`config.mk`:
```
export PLATFORM = sky130hd
export DESIGN_NAME = script_language_lexer_flat
export DESIGN_NICKNAME = d
export VERILOG_FILES = /design/src/rtl/sll_pkg.sv /design/src/rtl/sll_if.sv /design/src/rtl/sll_keyword.sv /design/src/rtl/script_language_lexer.sv /design/src/flat_wrapper.sv
export SDC_FILE = /design/constraint.sdc
export NUM_CORES = 1
export LEC_CHECK = 0
export BUFFER_PORTS_ARGS = -buffer_cell sky130_fd_sc_hd__buf_4
export CAP_MARGIN = 40
export CELL_PAD_IN_SITES_DETAIL_PLACEMENT = 0
export CELL_PAD_IN_SITES_GLOBAL_PLACEMENT = 1
export CORE_UTILIZATION = 40
export DETAILED_ROUTE_END_ITERATION = 16
export PLACE_DENSITY_LB_ADDON = 0.15
export SYNTH_ARGS = -nofsm -noshare
export SYNTH_HDL_FRONTEND = slang
export SYNTH_HIERARCHICAL = 1
export SYNTH_SLANG_ARGS = --single-unit
```
`constraint.sdc`:
```
create_clock -name clk_i -period 9.2 [get_ports clk_i]
set_input_delay 1.38 -clock clk_i [delete_from_list [all_inputs] [get_ports clk_i]]
set_output_delay 1.38 -clock clk_i [all_outputs]
set_load 0.1 [all_outputs]
```
`src/rtl/sll_pkg.sv`:
```
// ----------------------------------------------------------------------------
// sll_pkg: shared types and constants of the script language lexer
// Token kinds, error kinds and the token record carried on the output channel.
// ----------------------------------------------------------------------------
`default_nettype none
package sll_pkg;

  localparam int unsigned OutBits = 24;

  localparam logic [5:0] KindEof     = 6'd0;
  localparam logic [5:0] KindDot     = 6'd6;
  localparam logic [5:0] KindSlash   = 6'd10;
  localparam logic [5:0] KindBang    = 6'd12;
  localparam logic [5:0] KindEqual   = 6'd14;
  localparam logic [5:0] KindGreater = 6'd16;
  localparam logic [5:0] KindLess    = 6'd18;
  localparam logic [5:0] KindString  = 6'd20;
  localparam logic [5:0] KindNumber  = 6'd21;
  localparam logic [5:0] KindIdent   = 6'd22;
  localparam logic [5:0] KindKeyword = 6'd23;
  localparam logic [5:0] KindError   = 6'd40;

  localparam logic [1:0] ErrNone       = 2'd0;
  localparam logic [1:0] ErrUntermStr  = 2'd1;
  localparam logic [1:0] ErrUnexpected = 2'd2;

  typedef struct packed {
    logic [5:0]         kind;
    logic [1:0]         err;
    logic [OutBits-1:0] start;
    logic [OutBits-1:0] len;
    logic [OutBits-1:0] line;
    logic               last;
  } token_t;

endpackage
`default_nettype wire

```
`src/rtl/sll_if.sv`:
```
// ----------------------------------------------------------------------------
// sll_byte_if / sll_token_if: valid/ready channels of the lexer
// Source bytes in, tokens out.
// ----------------------------------------------------------------------------
`default_nettype none
interface sll_byte_if;
  logic       valid;
  logic       ready;
  logic [7:0] source_byte;
  logic       end_of_input;
  modport source (output valid, source_byte, end_of_input, input ready);
  modport sink   (input valid, source_byte, end_of_input, output ready);
endinterface

interface sll_token_if;
  logic        valid;
  logic        ready;
  logic [5:0]  token_kind;
  logic [1:0]  error_kind;
  logic [23:0] token_start;
  logic [23:0] token_length;
  logic [23:0] token_line;
  logic        last_of_run;
  modport source (output valid, token_kind, error_kind, token_start, token_length,
                  token_line, last_of_run, input ready);
  modport sink   (input valid, token_kind, error_kind, token_start, token_length,
                  token_line, last_of_run, output ready);
endinterface
`default_nettype wire

```
`src/rtl/sll_keyword.sv`:
```
// ----------------------------------------------------------------------------
// sll_keyword: keyword match on the held identifier head
// Gives the token kind of an identifier from its first bytes and its length.
// ----------------------------------------------------------------------------
`default_nettype none
module sll_keyword
  import sll_pkg::*;
#(
  parameter int unsigned KeywordBytes = 6,
  parameter int unsigned CounterBits  = 24
) (
  input  wire logic [8*KeywordBytes-1:0] head_i,
  input  wire logic [CounterBits-1:0]    len_i,
  output      logic [5:0]                kind_o
);
  localparam int unsigned NumKw = 17;

  function automatic logic [63:0] kw_text(input int unsigned k);
    unique case (k)
      0:  kw_text = 64'h646e61;
      1:  kw_text = 64'h7373616c63;
      2:  kw_text = 64'h66696c65;
      3:  kw_text = 64'h65736c65;
      4:  kw_text = 64'h65736c6166;
      5:  kw_text = 64'h726f66;
      6:  kw_text = 64'h6e7566;
      7:  kw_text = 64'h6669;
      8:  kw_text = 64'h6c696e;
      9:  kw_text = 64'h726f;
      10: kw_text = 64'h746e697270;
      11: kw_text = 64'h6e7275746572;
      12: kw_text = 64'h7265707573;
      13: kw_text = 64'h73696874;
      14: kw_text = 64'h65757274;
      15: kw_text = 64'h726176;
      default: kw_text = 64'h656c696877;
    endcase
  endfunction

  function automatic logic [3:0] kw_len(input int unsigned k);
    unique case (k)
      0, 5, 6, 8, 15:      kw_len = 4'd3;
      1, 4, 10, 12, 16:    kw_len = 4'd5;
      2, 3, 13, 14:        kw_len = 4'd4;
      7, 9:                kw_len = 4'd2;
      default:             kw_len = 4'd6;
    endcase
  endfunction

  logic [63:0] head_ext;
  assign head_ext = 64'(head_i);

  always_comb begin
    kind_o = KindIdent;
    for (int unsigned k = 0; k < NumKw; k++) begin
      if (len_i == CounterBits'(kw_len(k)) && head_ext == kw_text(k))
        kind_o = KindKeyword + 6'(k);
    end
  end
endmodule
`default_nettype wire

```
`src/rtl/script_language_lexer.sv`:
```
// ----------------------------------------------------------------------------
// script_language_lexer: streaming scanner for a small scripting language
//
// Input channel in_if carries one source byte per transfer, or an end flag.
// Output channel out_if carries tokens: kind, error kind, start, length, line
// and last_of_run, which marks the final token caused by one input byte.
// One byte leads to zero to three tokens; the end flag flushes any pending
// token and then gives EOF, after which the block is back in reset state.
// A byte is taken only when the output queue is empty or its last token
// leaves in that cycle; its tokens appear on the output in the next cycle.
// Throughput is one byte per cycle while each byte gives at most one token
// and out_if.ready stays high; the queue drains one token a cycle while
// out_if.ready is high, so bytes that give several tokens hold input off.
// Reset (rst_ni low) clears the scanner state (line 1, offset 0) and empties
// the queue. When the receiver stalls the queue fills and in_if.ready falls.
// ----------------------------------------------------------------------------
`default_nettype none
module script_language_lexer
  import sll_pkg::*;
#(
  parameter int unsigned COUNTER_BITS  = 24,
  parameter int unsigned KEYWORD_BYTES = 6
) (
  input  wire logic  clk_i,
  input  wire logic  rst_ni,
  sll_byte_if.sink   in_if,
  sll_token_if.source out_if
);
  localparam int unsigned CB = COUNTER_BITS;
  localparam int unsigned HB = 8 * KEYWORD_BYTES;
  localparam logic [CB-1:0] CMax = {CB{1'b1}};

  typedef enum logic [3:0] {
    MIdle, MSlash, MOpEq, MString, MNumber, MNumDot, MFraction, MIdent, MComment
  } mode_e;

  mode_e         mode_q, mode_d;
  logic [CB-1:0] pos_q, pos_d, start_q, start_d, line_q, line_d, len_q, len_d;
  logic [HB-1:0] head_q, head_d;
  logic [7:0]    pend_q, pend_d;

  token_t     tok [3];
  logic [1:0] ntok;

  function automatic logic [CB-1:0] sat_inc(input logic [CB-1:0] v);
    return (v == CMax) ? CMax : v + CB'(1);
  endfunction

  function automatic logic [OutBits-1:0] clip(input logic [CB-1:0] v);
    logic [32:0] w;
    w = 33'(v);
    return (w > 33'(24'hFFFFFF)) ? 24'hFFFFFF : w[OutBits-1:0];
  endfunction

  function automatic logic [5:0] op_kind(input logic [7:0] c, input logic eq);
    logic [5:0] b;
    unique case (c)
      8'h21:   b = KindBang;
      8'h3d:   b = KindEqual;
      8'h3e:   b = KindGreater;
      default: b = KindLess;
    endcase
    return b + 6'(eq);
  endfunction

  logic [7:0] c;
  logic       eoi, is_dig, is_alp;
  logic [5:0] id_kind;
  assign c      = in_if.source_byte;
  assign eoi    = in_if.end_of_input;
  assign is_dig = c >= 8'h30 && c <= 8'h39;
  assign is_alp = (c >= 8'h61 && c <= 8'h7a) || (c >= 8'h41 && c <= 8'h5a) || c == 8'h5f;

  sll_keyword #(.KeywordBytes(KEYWORD_BYTES), .CounterBits(CB)) u_kw (
    .head_i(head_q), .len_i(len_q), .kind_o(id_kind)
  );

  // next-state and token generation for one accepted byte or end flag
  always_comb begin
    logic [5:0] single;
    logic       do_flush, do_begin;
    logic [CB-1:0] dot_sum;
    logic [CB:0]   dsum;
    mode_d  = mode_q;
    pos_d   = pos_q;
    start_d = start_q;
    line_d  = line_q;
    len_d   = len_q;
    head_d  = head_q;
    pend_d  = pend_q;
    ntok    = 2'd0;
    do_flush = 1'b0;
    do_begin = 1'b0;
    single  = 6'd0;
    dsum    = {1'b0, start_q} + {1'b0, len_q};
    dot_sum = (start_q == CMax || len_q == CMax || dsum[CB]) ? CMax : dsum[CB-1:0];
    for (int i = 0; i < 3; i++) begin
      tok[i] = '0;
      tok[i].line = clip(line_q);
    end
    if (eoi) begin
      do_flush = 1'b1;
    end else begin
      unique case (mode_q)
        MSlash: begin
          if (c == 8'h2f) mode_d = MComment;
          else begin do_flush = 1'b1; do_begin = 1'b1; end
        end
        MOpEq: begin
          if (c == 8'h3d) begin
            tok[0] = '{op_kind(pend_q, 1'b1), ErrNone, clip(start_q), 24'd2,
                       clip(line_q), 1'b0};
            ntok = 2'd1;
            mode_d = MIdle;
          end else begin do_flush = 1'b1; do_begin = 1'b1; end
        end
        MString: begin
          len_d = sat_inc(len_q);
          if (c == 8'h22) begin
            tok[0] = '{KindString, ErrNone, clip(start_q), clip(len_d), clip(line_q), 1'b0};
            ntok = 2'd1;
            mode_d = MIdle;
          end
        end
        MNumber: begin
          if (is_dig) len_d = sat_inc(len_q);
          else if (c == 8'h2e) mode_d = MNumDot;
          else begin do_flush = 1'b1; do_begin = 1'b1; end
        end
        MNumDot: begin
          if (is_dig) begin
            len_d = (len_q >= CMax - CB'(1)) ? CMax : len_q + CB'(2);
            mode_d = MFraction;
          end else begin do_flush = 1'b1; do_begin = 1'b1; end
        end
        MFraction: begin
          if (is_dig) len_d = sat_inc(len_q);
          else begin do_flush = 1'b1; do_begin = 1'b1; end
        end
        MIdent: begin
          if (is_alp || is_dig) begin
            for (int unsigned i = 0; i < KEYWORD_BYTES; i++)
              if (len_q == CB'(i)) head_d[8*i +: 8] = c;
            len_d = sat_inc(len_q);
          end else begin do_flush = 1'b1; do_begin = 1'b1; end
        end
        MComment: begin
          if (c == 8'h0a) begin
            line_d = sat_inc(line_q);
            mode_d = MIdle;
          end
        end
        default: do_begin = 1'b1;
      endcase
      pos_d = sat_inc(pos_q);
    end

    if (do_flush) begin
      unique case (mode_q)
        MSlash: begin
          tok[0] = '{KindSlash, ErrNone, clip(start_q), 24'd1, clip(line_q), 1'b0};
          ntok = 2'd1;
        end
        MOpEq: begin
          tok[0] = '{op_kind(pend_q, 1'b0), ErrNone, clip(start_q), 24'd1,
                     clip(line_q), 1'b0};
          ntok = 2'd1;
        end
        MString: begin
          tok[0] = '{KindError, ErrUntermStr, clip(start_q), clip(len_q), clip(line_q), 1'b0};
          ntok = 2'd1;
        end
        MNumber, MFraction: begin
          tok[0] = '{KindNumber, ErrNone, clip(start_q), clip(len_q), clip(line_q), 1'b0};
          ntok = 2'd1;
        end
        MNumDot: begin
          tok[0] = '{KindNumber, ErrNone, clip(start_q), clip(len_q), clip(line_q), 1'b0};
          tok[1] = '{KindDot, ErrNone, clip(dot_sum), 24'd1, clip(line_q), 1'b0};
          ntok = 2'd2;
        end
        MIdent: begin
          tok[0] = '{id_kind, ErrNone, clip(start_q), clip(len_q), clip(line_q), 1'b0};
          ntok = 2'd1;
        end
        default: ;
      endcase
      mode_d = MIdle;
    end

    if (eoi) begin
      tok[ntok] = '{KindEof, ErrNone, clip(pos_q), 24'd0, clip(line_q), 1'b0};
      ntok = ntok + 2'd1;
      mode_d = MIdle; pos_d = '0; start_d = '0; line_d = CB'(1);
      len_d = '0; head_d = '0; pend_d = '0;
    end else if (do_begin) begin
      mode_d = MIdle;
      unique case (c)
        8'h28: single = 6'd1;
        8'h29: single = 6'd2;
        8'h7b: single = 6'd3;
        8'h7d: single = 6'd4;
        8'h2c: single = 6'd5;
        8'h2e: single = 6'd6;
        8'h2d: single = 6'd7;
        8'h2b: single = 6'd8;
        8'h3b: single = 6'd9;
        8'h2a: single = 6'd11;
        default: single = 6'd0;
      endcase
      if (c == 8'h20 || c == 8'h0d || c == 8'h09) begin
      end else if (c == 8'h0a) begin
        line_d = sat_inc(line_q);
      end else if (c == 8'h2f || c == 8'h22 || c == 8'h21 || c == 8'h3d ||
                   c == 8'h3c || c == 8'h3e) begin
        mode_d  = (c == 8'h2f) ? MSlash : (c == 8'h22) ? MString : MOpEq;
        start_d = pos_q;
        len_d   = CB'(1);
        if (c != 8'h2f && c != 8'h22) pend_d = c;
      end else if (single != 6'd0) begin
        tok[ntok] = '{single, ErrNone, clip(pos_q), 24'd1, clip(line_q), 1'b0};
        ntok = ntok + 2'd1;
      end else if (is_dig || is_alp) begin
        mode_d  = is_dig ? MNumber : MIdent;
        start_d = pos_q;
        len_d   = CB'(1);
        if (is_alp) head_d = HB'(c);
      end else begin
        tok[ntok] = '{KindError, ErrUnexpected, clip(pos_q), 24'd1, clip(line_q), 1'b0};
        ntok = ntok + 2'd1;
      end
    end
    if (ntok != 2'd0) tok[ntok - 2'd1].last = 1'b1;
  end

  // output queue: holds up to three tokens, one leaves per cycle while ready
  token_t     fifo_q [4];
  logic [1:0] rd_q, wr_q;
  logic [2:0] cnt_q;
  logic       in_fire, out_fire;

  assign in_if.ready  = (cnt_q == 3'd0) || (cnt_q == 3'd1 && out_fire);
  assign in_fire      = in_if.valid && in_if.ready;
  assign out_if.valid = cnt_q != 3'd0;
  assign out_fire     = out_if.valid && out_if.ready;

  assign out_if.token_kind   = fifo_q[rd_q].kind;
  assign out_if.error_kind   = fifo_q[rd_q].err;
  assign out_if.token_start  = fifo_q[rd_q].start;
  assign out_if.token_length = fifo_q[rd_q].len;
  assign out_if.token_line   = fifo_q[rd_q].line;
  assign out_if.last_of_run  = fifo_q[rd_q].last;

  always_ff @(posedge clk_i) begin
    if (in_fire) begin
      for (int i = 0; i < 3; i++)
        if (2'(i) < ntok) fifo_q[wr_q + 2'(i)] <= tok[i];
    end
  end

  always_ff @(posedge clk_i or negedge rst_ni) begin
    if (!rst_ni) begin
      mode_q <= MIdle; pos_q <= '0; start_q <= '0; line_q <= CB'(1);
      len_q <= '0; head_q <= '0; pend_q <= '0;
      rd_q <= '0; wr_q <= '0; cnt_q <= '0;
    end else begin
      if (in_fire) begin
        mode_q <= mode_d; pos_q <= pos_d; start_q <= start_d; line_q <= line_d;
        len_q <= len_d; head_q <= head_d; pend_q <= pend_d;
        wr_q <= wr_q + ntok;
      end
      if (out_fire) rd_q <= rd_q + 2'd1;
      cnt_q <= cnt_q + (in_fire ? 3'(ntok) : 3'd0) - (out_fire ? 3'd1 : 3'd0);
    end
  end

  // queue never holds more than three tokens
  a_cnt_bound: assert property (@(posedge clk_i) disable iff (!rst_ni) cnt_q <= 3'd3)
    else $error("token queue overflow");
  // end flag always puts the scanner back to its reset line
  a_eoi_reset: assert property (@(posedge clk_i) disable iff (!rst_ni)
    in_fire && in_if.end_of_input |=> line_q == CB'(1) && pos_q == '0)
    else $error("scanner not reset after end of input");
  // read and write pointers are equal when the queue is empty
  a_ptr: assert property (@(posedge clk_i) disable iff (!rst_ni)
    cnt_q == 3'd0 |-> rd_q == wr_q)
    else $error("queue pointers out of step");

endmodule
`default_nettype wire
```
`src/flat_wrapper.sv`:
```
// flat-port wrapper written by rule: the top's interface ports become plain ports
module script_language_lexer_flat import sll_pkg::*;
#(
  parameter int unsigned COUNTER_BITS  = 24,
  parameter int unsigned KEYWORD_BYTES = 6
)
  (clk_i, rst_ni, in_if_valid, in_if_source_byte, in_if_end_of_input, in_if_ready, out_if_valid, out_if_token_kind, out_if_error_kind, out_if_token_start, out_if_token_length, out_if_token_line, out_if_last_of_run, out_if_ready);
  sll_byte_if in_if_i ();
  sll_token_if out_if_i ();
  input  wire logic clk_i;
  input  wire logic rst_ni;
  input wire logic [$bits(in_if_i.valid)-1:0] in_if_valid;
  input wire logic [$bits(in_if_i.source_byte)-1:0] in_if_source_byte;
  input wire logic [$bits(in_if_i.end_of_input)-1:0] in_if_end_of_input;
  output wire logic [$bits(in_if_i.ready)-1:0] in_if_ready;
  output wire logic [$bits(out_if_i.valid)-1:0] out_if_valid;
  output wire logic [$bits(out_if_i.token_kind)-1:0] out_if_token_kind;
  output wire logic [$bits(out_if_i.error_kind)-1:0] out_if_error_kind;
  output wire logic [$bits(out_if_i.token_start)-1:0] out_if_token_start;
  output wire logic [$bits(out_if_i.token_length)-1:0] out_if_token_length;
  output wire logic [$bits(out_if_i.token_line)-1:0] out_if_token_line;
  output wire logic [$bits(out_if_i.last_of_run)-1:0] out_if_last_of_run;
  input wire logic [$bits(out_if_i.ready)-1:0] out_if_ready;
  assign in_if_i.valid = in_if_valid;
  assign in_if_i.source_byte = in_if_source_byte;
  assign in_if_i.end_of_input = in_if_end_of_input;
  assign in_if_ready = in_if_i.ready;
  assign out_if_valid = out_if_i.valid;
  assign out_if_token_kind = out_if_i.token_kind;
  assign out_if_error_kind = out_if_i.error_kind;
  assign out_if_token_start = out_if_i.token_start;
  assign out_if_token_length = out_if_i.token_length;
  assign out_if_token_line = out_if_i.token_line;
  assign out_if_last_of_run = out_if_i.last_of_run;
  assign out_if_i.ready = out_if_ready;
  script_language_lexer #(.COUNTER_BITS(COUNTER_BITS), .KEYWORD_BYTES(KEYWORD_BYTES)) u_core (.clk_i(clk_i), .rst_ni(rst_ni), .in_if(in_if_i), .out_if(out_if_i));
endmodule
```
# After elaboration in Yosys (flattened, before gate mapping)
# Memory sizes are Yosys's and may differ from the RTL's.
# Index checks and enable logic that the tools add are counted.
# W data, S select, Z words.
dict set report word_totals {
  ramBits 324
  ff_bits 163
  elab_cells 322
  memories 1
}
dict set report classes {
  reduce_logical 57
  muxes 152
  eq_ne 72
  add_sub_neg 14
  n_lt_le_gt_ge 14
  bitwise_logic 2
}
# name words word_bits read_ports rd_clocked_by_memory_dff wr line
set memory_table {}
lappend memory_table {u_core.fifo_q 4 81 1 0 3 script_language_lexer.sv:237} ;# token_t fifo_q [4];
# operator count
set ops {}
lappend ops {{$mux W243} 8}
lappend ops {{$bwmux W243} 4}
lappend ops {{$mux W24} 29}
lappend ops {{$mux W48} 10}
lappend ops {{$pmux W81 S5} 1}
lappend ops {{$demux W81 S2} 2}
lappend ops {{$mux W81} 3}
lappend ops {{$eq A48 B23 Y1 const B} 5}
lappend ops {{$eq A48 B39 Y1 const B} 5}
lappend ops {{$eq A48 B31 Y1 const B} 4}
lappend ops {{$mux W162} 1}
lappend ops {{$pmux W81 S2} 1}
lappend ops {{$eq A8 B6 Y1 const B} 18}
lappend ops {{$mux W6} 21}
lappend ops {{$eq A24 B24 Y1 const B} 4}
lappend ops {{$eq A48 B15 Y1 const B} 2}
lappend ops {{$mux W8} 12}
lappend ops {{$pmux W24 S4} 1}
lappend ops {{$mux W80} 1}
lappend ops {{$mux W78} 1}
lappend ops {{$add A24 B1 Y24 const B} 3}
lappend ops {{$eq A24 B3 Y1 const B} 3}
lappend ops {{$mux W4} 16}
lappend ops {{$eq A24 B2 Y1 const B} 2}
lappend ops {{other kinds (54)} 154}

# Depth between registers and ports, before layout
# Gate-level depths: netlist of run 1.
dict set report logic_depth {
  ltp_word 31
  depth_mapped 19
}

# Cells and area by module
# The synthesis of run 1 kept the hierarchy.
# mod n_inst area_each_um2 cells_each
set by_module_without_submodules {}
lappend by_module_without_submodules {script_language_lexer 1 27647.8 2645}
lappend by_module_without_submodules {sll_keyword 1 1093.5 151}

# Worst setup path before layout of run 1
# OpenSTA, ideal clock, no wires.
dict set report synth_path {
  path_kind {input to register}
  from {input port out_if_ready}
  to {memory u_core/fifo_q[0][0] (netlist bit) (enable)}
  setup_ns 0.640
  path_buffers 2
  required_time_ns 8.560
  stages 7
  slack_ns -2.191
  arrival_time_ns 10.751
  cell_sequence {inv_1 a211oi_1 and2_1 clkbuf_1 clkbuf_1 o21ai_1 o31ai_1}
}
# element line
set synth_lines {}
lappend synth_lines {{start, declared} flat_wrapper.sv:23} ;# input wire logic [$bits(out_if_i.ready)-1:0] out_if_ready;
lappend synth_lines {{end, declared} script_language_lexer.sv:237}

==> impl_metrics.toml, run 1 <==
[routing]
vias = 23970
vias_per_cell = 6.337
drt_first_pass_iters = 6
wl_per_cell_um = 26.75
drtIter0Drc = 2485
drt_drc_violations_left = 0
routed_wl_um = 101200
antenna_left = 0

[clocking]
cts.htree.levels = 2
path_clk_slew_ns = 0.06
postCtsSetupBuffers = 0
postCtsHoldBufs = 0
cts_tree = "built"
cts_root_buffer = "clkbuf_16"
numClockSinks = 487
cts_max_path_buffers = 3
numCtsBuffers = 54
clk_latency_ns = 0.63
cts_resized = 0

[sta]
fin_crit_sh_pct = 68.72
hold_violations = 0
skew_ns = 0.02502
setup_slack_ns = 2.878
fmax_mhz = 158.2
tns_ns = 0
setup_viol = 0
maxSlewViolCount = 0
max_slew_margin_pct = 31.33
rsz0062_at_grt = "false"
tightest_slew_ns = 1.021
period_needed_ns = 6.322

[critical_path]
critPathSlowestCell = "nand2_2"
required_ns = 9.58
worstSetupPathType = "in2reg"
critPathCaptureType = "flop"
slowest_delay_ns = 0.91
startpoint_type = "input pin"
worstPathArrival_ns = 6.70
path_cells = "buf_4 > and2_0 > nand2_2 > o311a_1 > nor4_4 > o31a_1 > buf_4 > inv_1 > ha_1 > nor3_1 > nand3_2 > nand2_2 > o22ai_1 > a21o_1"
critPathMaxFanout = 35

[run]
maxCapViolCount = 0

[floorplanning]
io_pins = 96
die_h_um = 270.1
dieArea_um2 = 72930
chipWidth_um = 270.1
rows = 97
floorplan.core_area_um2 = 70510
initial_core_util_pct = 40.76

[placed_design]
dp_slack_ns = 2.279
portBuffers = 95
gp_congestion = 0.9406
dp_hpwl_um = 69670
dpl_cell_area_um2 = 30300

[finish]
antenna_cells = 0
nets = 2850
ff_latch_area_um2 = 13820
nFillCells = 6568
stdcell_area_um2 = 32130
layout-drive-gt1-share_pct = 14.53
multiInputGateArea_um2 = 13810
syn_to_final_growth_pct = 11.78

[yosys]
syn_inst = 2796
yosysUniqueCellTypes = 119
yosysTopAreaCell = "edfxtp_1"
ys.flop_type = "edfxtp_1"
synth-seq-cells = 487
ys_async_sr_fraction_pct = 33.47
synth_edf_count = 324
ys_seq_area_share_pct = 48.05
netlist_top_cells_area = "edfxtp_1, dfrtp_1, mux4_2"
synth.top_cell.area_share_pct = 33.85
synth_fp_nets = 2849
yosysWarnings = 6
syn-cell-area_um2 = 28740
yosys-top-cells-count = "edfxtp_1, nand2_1, nor2_1, o21ai_0, dfrtp_1"
synth_most_common_cell = "edfxtp_1"
syn_area_per_cell_um2 = 10.28

[grt]
grt_pass1_wl_um = 152100
grt_max_degree = 59
grtUsageTotal_pct = 27.23
gr-total-overflow = 0
antenna_found_initial = 0
grt_pass1_vias = 22970

[outcome]
outcome = "finished clean"

[power_and_ir_drop]
leakage_nw = 11.86
power.density_nw_per_um2 = 334.2
peakVddDrop_mv = 0.3331

[worst_hold_path]
hold_path.class = "reg2reg"
==> metal layers <==
layer  vias up  share of wire, %  global-route usage, %
met3       172               6.2                  3.627
met5         -                 0                      0
met2       992                46                  43.24
met1     12110                44                  38.39
met4         0               3.1                  8.926
li1      10700                 -                      -
==> layout make-up <==
class | instances | area share [%]
Tap cell | 940 | 3.661
Inverter | 58 | 0.6776
Clock buffer | 70 | 4.424
Timing Repair Buffer | 159 | 3.984
Multi-Input combinational cell | 2037 | 42.99
Clock inverter | 32 | 1.254
Sequential cell | 487 | 43.01
==> layout by cell type, fill, tap and decap left out, types with 11 or more instances in the layout <==
master	n
edfxtp_1	324
nand2_1	311
nor2_1	274
o21ai_0	196
dfrtp_1	160
a21oi_1	152
buf_4	147
nand3_1	102
mux4_2	81
nor3_1	58
inv_1	57
nand4_1	56
clkbuf_16	54
and3_1	49
a22o_1	46
a22oi_1	42
ha_1	38
nor4_1	35
a31oi_1	34
o221ai_1	33
a21o_1	32
o22a_1	31
a221o_1	28
o22ai_1	26
and2_1	24
xnor2_1	24
nor2b_1	22
nand2b_1	21
xor2_1	17
o21a_1	17
o211ai_1	17
clkbuf_1	15
a211oi_1	14
or3_1	12
o21ai_1	11
nor3b_1	11
==> state kept, by name (all words and copies together), names as in the netlist <==
register,count
u_core/wr_q,2
u_core/line_q,24
u_core/fifo_q,324
u_core/cnt_q,3
u_core/pend_q,8
u_core/pos_q,24
u_core/mode_q,4
u_core/rd_q,2
u_core/head_q,48
u_core/len_q,24
u_core/start_q,24
==> worst max-delay path, delay by kind of cell <==
| kind | cells | cell delay, ns |
|---|---|---|
| compound gates | 4 | 1.04 |
| fa+ha+maj | 1 | 0.41 |
| buf+inv | 3 | 0.61 |
| simple gates | 6 | 3.22 |
==> per-stage QoR <==
step           total power, W  hold slack [ns]  util [%]  cells
2_1_floorplan        0.007046           0.4653         -   2796
6_report              0.01074           0.5072     45.56   3783
4_1_cts               0.01075           0.5102     45.56   3782
3_5_place_dp         0.008506           0.4951     42.97   3680
3_3_place_gp         0.008429           0.4868     42.72   3668
5_1_grt               0.01115           0.5428     45.56   3783
==> where the power goes <==
group	total, W	switching [W]	internal (W)	leakage (nW)
combinational	0.00528	0.00382	0.00146	5.78
sequential	0.00322	0.000497	0.00273	5.21
clock	0.00223	0.000937	0.00130	0.879
total	0.0107	0.00526	0.00548	11.9
==> cell families (layout without fill, tap and decap cells) <==
family | after synthesis | after routing | share of synthesized area, %
DFF | 487 | 487 | 48.05
muxes | 95 | 95 | 7.039
adders and majority gates | 40 | 40 | 1.794
buffers and inverters | 272 | 319 | 4.149
and+or+nand+nor | 1084 | 1084 | 19.32
xor gates and xnor gates | 42 | 42 | 1.306
AOI/OAI and AO/OA | 776 | 776 | 18.34
==> worst paths after layout <==
check / start / endpoint / cells after the start / slack (ns)
worst max-delay path: in_if_source_byte[2] / u_core/fifo_q[3][69] / 14 / 2.88
worst min-delay path: u_core/pend_q[6] / u_core/pend_q[6] / 1 / 0.51
worst max register to register: u_core/mode_q[3] / u_core/fifo_q[3][69] / 13 / 3.11
worst min register to register: u_core/pend_q[6] / u_core/pend_q[6] / 1 / 0.51
max in group asynchronous: rst_ni / u_core/start_q[22] / 3 / 6.48
min in group asynchronous: rst_ni / u_core/head_q[23] / 1 / 0.72
Power figures use the tool's default switching activity.
==> run 2, diff against run 1 <==
--- a/config.mk
+++ b/config.mk
@@ -5,6 +5,7 @@
 export SDC_FILE = /design/constraint.sdc
 export NUM_CORES = 1
 export LEC_CHECK = 0
+export ABC_AREA = 1
 export BUFFER_PORTS_ARGS = -buffer_cell sky130_fd_sc_hd__buf_4
 export CAP_MARGIN = 40
 export CELL_PAD_IN_SITES_DETAIL_PLACEMENT = 0
==> constraint.sdc (replaced) <==
create_clock -name clk_i -period 5.9 [get_ports clk_i]
set_input_delay 0.885 -clock clk_i [delete_from_list [all_inputs] [get_ports clk_i]]
set_output_delay 0.885 -clock clk_i [all_outputs]
set_load 0.1 [all_outputs]
==> run 2 against run 1 <==
  * Critical path depth up 4
  * Power up 90%
  * Worst hold slack worse by 0.37 ns
  * Clock skew up 0.033 ns
  * Final cell count up 40%
  * Combinational power up 120%
  * Worst setup slack worse by 1.4 ns
  * Clock power up 55%
  * First-iteration DRC count up 6.1%
  * Clock-buffer cell count down 6
  * Largest power group unchanged
  * Highest routed layer is now met5
==> impl_metrics.toml, run 2 <==
[routing]
drt_drc_violations_left = 0
drtIter0Drc = 2637
routed_wl_um = 119500
vias = 29450
vias_per_cell = 5.559
antenna_left = 0
drt_first_pass_iters = 8
wl_per_cell_um = 22.55

[clocking]
cts_resized = 0
cts_tree = "built"
numCtsBuffers = 55
postCtsHoldBufs = 0
clk_latency_ns = 0.65
cts_root_buffer = "clkbuf_16"
cts_max_path_buffers = 3
numClockSinks = 487
postCtsSetupBuffers = 0
cts.htree.levels = 2
path_clk_slew_ns = 0.07

[sta]
fin_crit_sh_pct = 75.65
setup_viol = 0
max_slew_margin_pct = 31.03
setup_slack_ns = 1.437
hold_violations = 0
fmax_mhz = 224.1
period_needed_ns = 4.463
tightest_slew_ns = 1.035
rsz0062_at_grt = "false"
skew_ns = 0.05826
hold_ws_ns = 0.1413
maxSlewViolCount = 0

[grt]
grtUsageTotal_pct = 29.64
gr-total-overflow = 0
grt_max_degree = 164
grt_pass1_wl_um = 177600
antenna_found_initial = 1
grt_pass1_vias = 27360

[critical_path]
critPathCaptureType = "flop"
crit-reg2reg-launch = "u_core/len_q[1]"
critPathMaxFanout = 13
r2r-end = "u_core/fifo_q[0][59]"
reg2reg_depth = 18
startpoint_type = "flop"
worstPathArrival_ns = 4.97
required_ns = 6.41
worstSetupPathType = "reg2reg"
rrSetupSlack_ns = 1.44

[yosys]
synth-seq-cells = 487
ys_async_sr_fraction_pct = 33.47
ys.flop_type = "edfxtp_1"
yosysUniqueCellTypes = 65
syn-cell-area_um2 = 31430
synth_fp_nets = 4251
netlist_top_cells_area = "edfxtp_1, dfrtp_1, nand2_1"
synth_most_common_cell = "nand2_1"
yosysTopAreaCell = "edfxtp_1"
syn_inst = 4198
yosysWarnings = 6
synth.top_cell.area_share_pct = 30.95
yosys-top-cells-count = "nand2_1, nor2_1, o21ai_0, inv_1, edfxtp_1"
syn_area_per_cell_um2 = 7.488
synth_edf_count = 324
ys_seq_area_share_pct = 43.93

[floorplanning]
rows = 102
io_pins = 96
chipWidth_um = 282.3
initial_core_util_pct = 40.51
dieArea_um2 = 79710
floorplan.core_area_um2 = 77590
die_h_um = 282.3

[finish]
largest_register_ffs = 324
layout-drive-gt1-share_pct = 9.183
nets = 4265
final_cells = 5298
nFillCells = 8019
top_register = "u_core/fifo_q"
syn_to_final_growth_pct = 11.25
layout_commonest_cell = "nand2_1"
reg_top3 = "u_core/fifo_q (324), u_core/head_q (48)"
final_cell_mix = "nand2_1, nor2_1, o21ai_0"
antenna_cells = 0

[placed_design]
dp_hpwl_um = 82210
place_inst = 5195
gp_congestion = 0.9530
dp_slack_ns = 1.017
portBuffers = 95

[power_and_ir_drop]
peakVddDrop_mv = 0.5084
power.density_nw_per_um2 = 584.2
power_w = 0.02043
leakage_nw = 14.86

[outcome]
outcome = "finished clean"

[worst_hold_path]
hold_path.class = "in2async"

[run]
maxCapViolCount = 0
## run 2: cell count changes after synthesis, moves of 34 or more
| cell | before | now |
|---|---|---|
| and3_1 | 49 | 3 |
| nand3_1 | 102 | 296 |
| a22o_1 | 46 | 0 |
| o22ai_1 | 26 | 123 |
| o21ai_0 | 199 | 397 |
| nand2_1 | 312 | 1069 |
| a22oi_1 | 42 | 0 |
| inv_1 | 57 | 379 |
| mux4_2 | 81 | 0 |
| a21oi_1 | 152 | 114 |
| o21ai_1 | 11 | 45 |
| nor2_1 | 274 | 623 |
## run 2: how the worst max path moves through the flow
stage | slack [ns] | cells past startpoint | endpoint | start
after floorplan | -1.09 | 8 | u_core/fifo_q[0][0] | out_if_ready
after global placement | 0.95 | 17 | u_core/fifo_q[1][37] | in_if_source_byte[2]
after detailed placement | 1.02 | 18 | u_core/fifo_q[1][21] | in_if_source_byte[2]
after CTS | 1.55 | 14 | u_core/fifo_q[1][5] | u_core/mode_q[0]
after global routing | 1.28 | 18 | u_core/fifo_q[0][59] | u_core/len_q[1]
final | 1.44 | 18 | u_core/fifo_q[0][59] | u_core/len_q[1]
## run 2: logic make-up after synthesis
| logic type | count (synthesis) | synth area share (%) |
|---|---|---|
| multiplexers | 1 | 0.03185 |
| AO/OA/AOI/OAI | 778 | 13.87 |
| adder cells (fa/ha/maj) | 40 | 1.640 |
| flip-flops | 487 | 43.93 |
| buffers and inverters | 613 | 8.288 |
| AND/OR/NAND/NOR | 2227 | 30.79 |
| XOR/XNOR | 52 | 1.449 |
## run 2: layer usage
layer	part of all wire, %	up-vias	routed length, um	track usage, %
met2	46	1134	54820	47.47
met4	3.8	4	4483	10.66
met3	6.8	211	8102	4.072
li1	-	14090	-	-
met5	0.023	-	27	0
met1	44	14020	52020	40.79
## run 2: metrics by stage
| step | utilization, % | instance area, um^2 | setup TNS [ns] |
|---|---|---|---|
| detailed placement | 42.74 | 33170 | 0 |
| global placement | 42.51 | 32990 | 0 |
| CTS | 45.06 | 34970 | 0 |
| finish | 45.06 | 34970 | 0 |
| floorplan | - | 31430 | -354.03 |
| global route | 45.06 | 34970 | 0 |
## run 2: layout make-up
type	count	area [um^2]	share of cell area [%]
multi-input combinational	3098	15090	43.16
clock buffer	64	1440	4.119
timing repair buffer	166	1425	4.076
clock inverter	39	361.6	1.034
inverter	404	1533	4.383
sequential	487	13810	39.51
tap	1040	1301	3.721
## run 2: power breakdown
group | leakage, nW | switching, W | internal, W
Combinational | 8.74 | 0.00880 | 0.00263
Clock | 0.873 | 0.00154 | 0.00191
Sequential | 5.25 | 0.000933 | 0.00462
## run 2: critical path: stages, from the launching register on
cell,delay [ns]
dfrtp_1,0.78
clkinv_1,0.60
fa_1,0.64
inv_1,0.15
nand3_1,0.09
nand2_1,0.22
nand2_1,0.08
nand2_1,0.17
nand2_1,0.07
nand3_1,0.11
nor2_2,0.11
buf_8,0.17
nand3_1,0.14
nand3_1,0.17
o21ai_0,0.31
inv_1,0.20
nand2_1,0.11
nand3_1,0.09
nand2_1,0.10
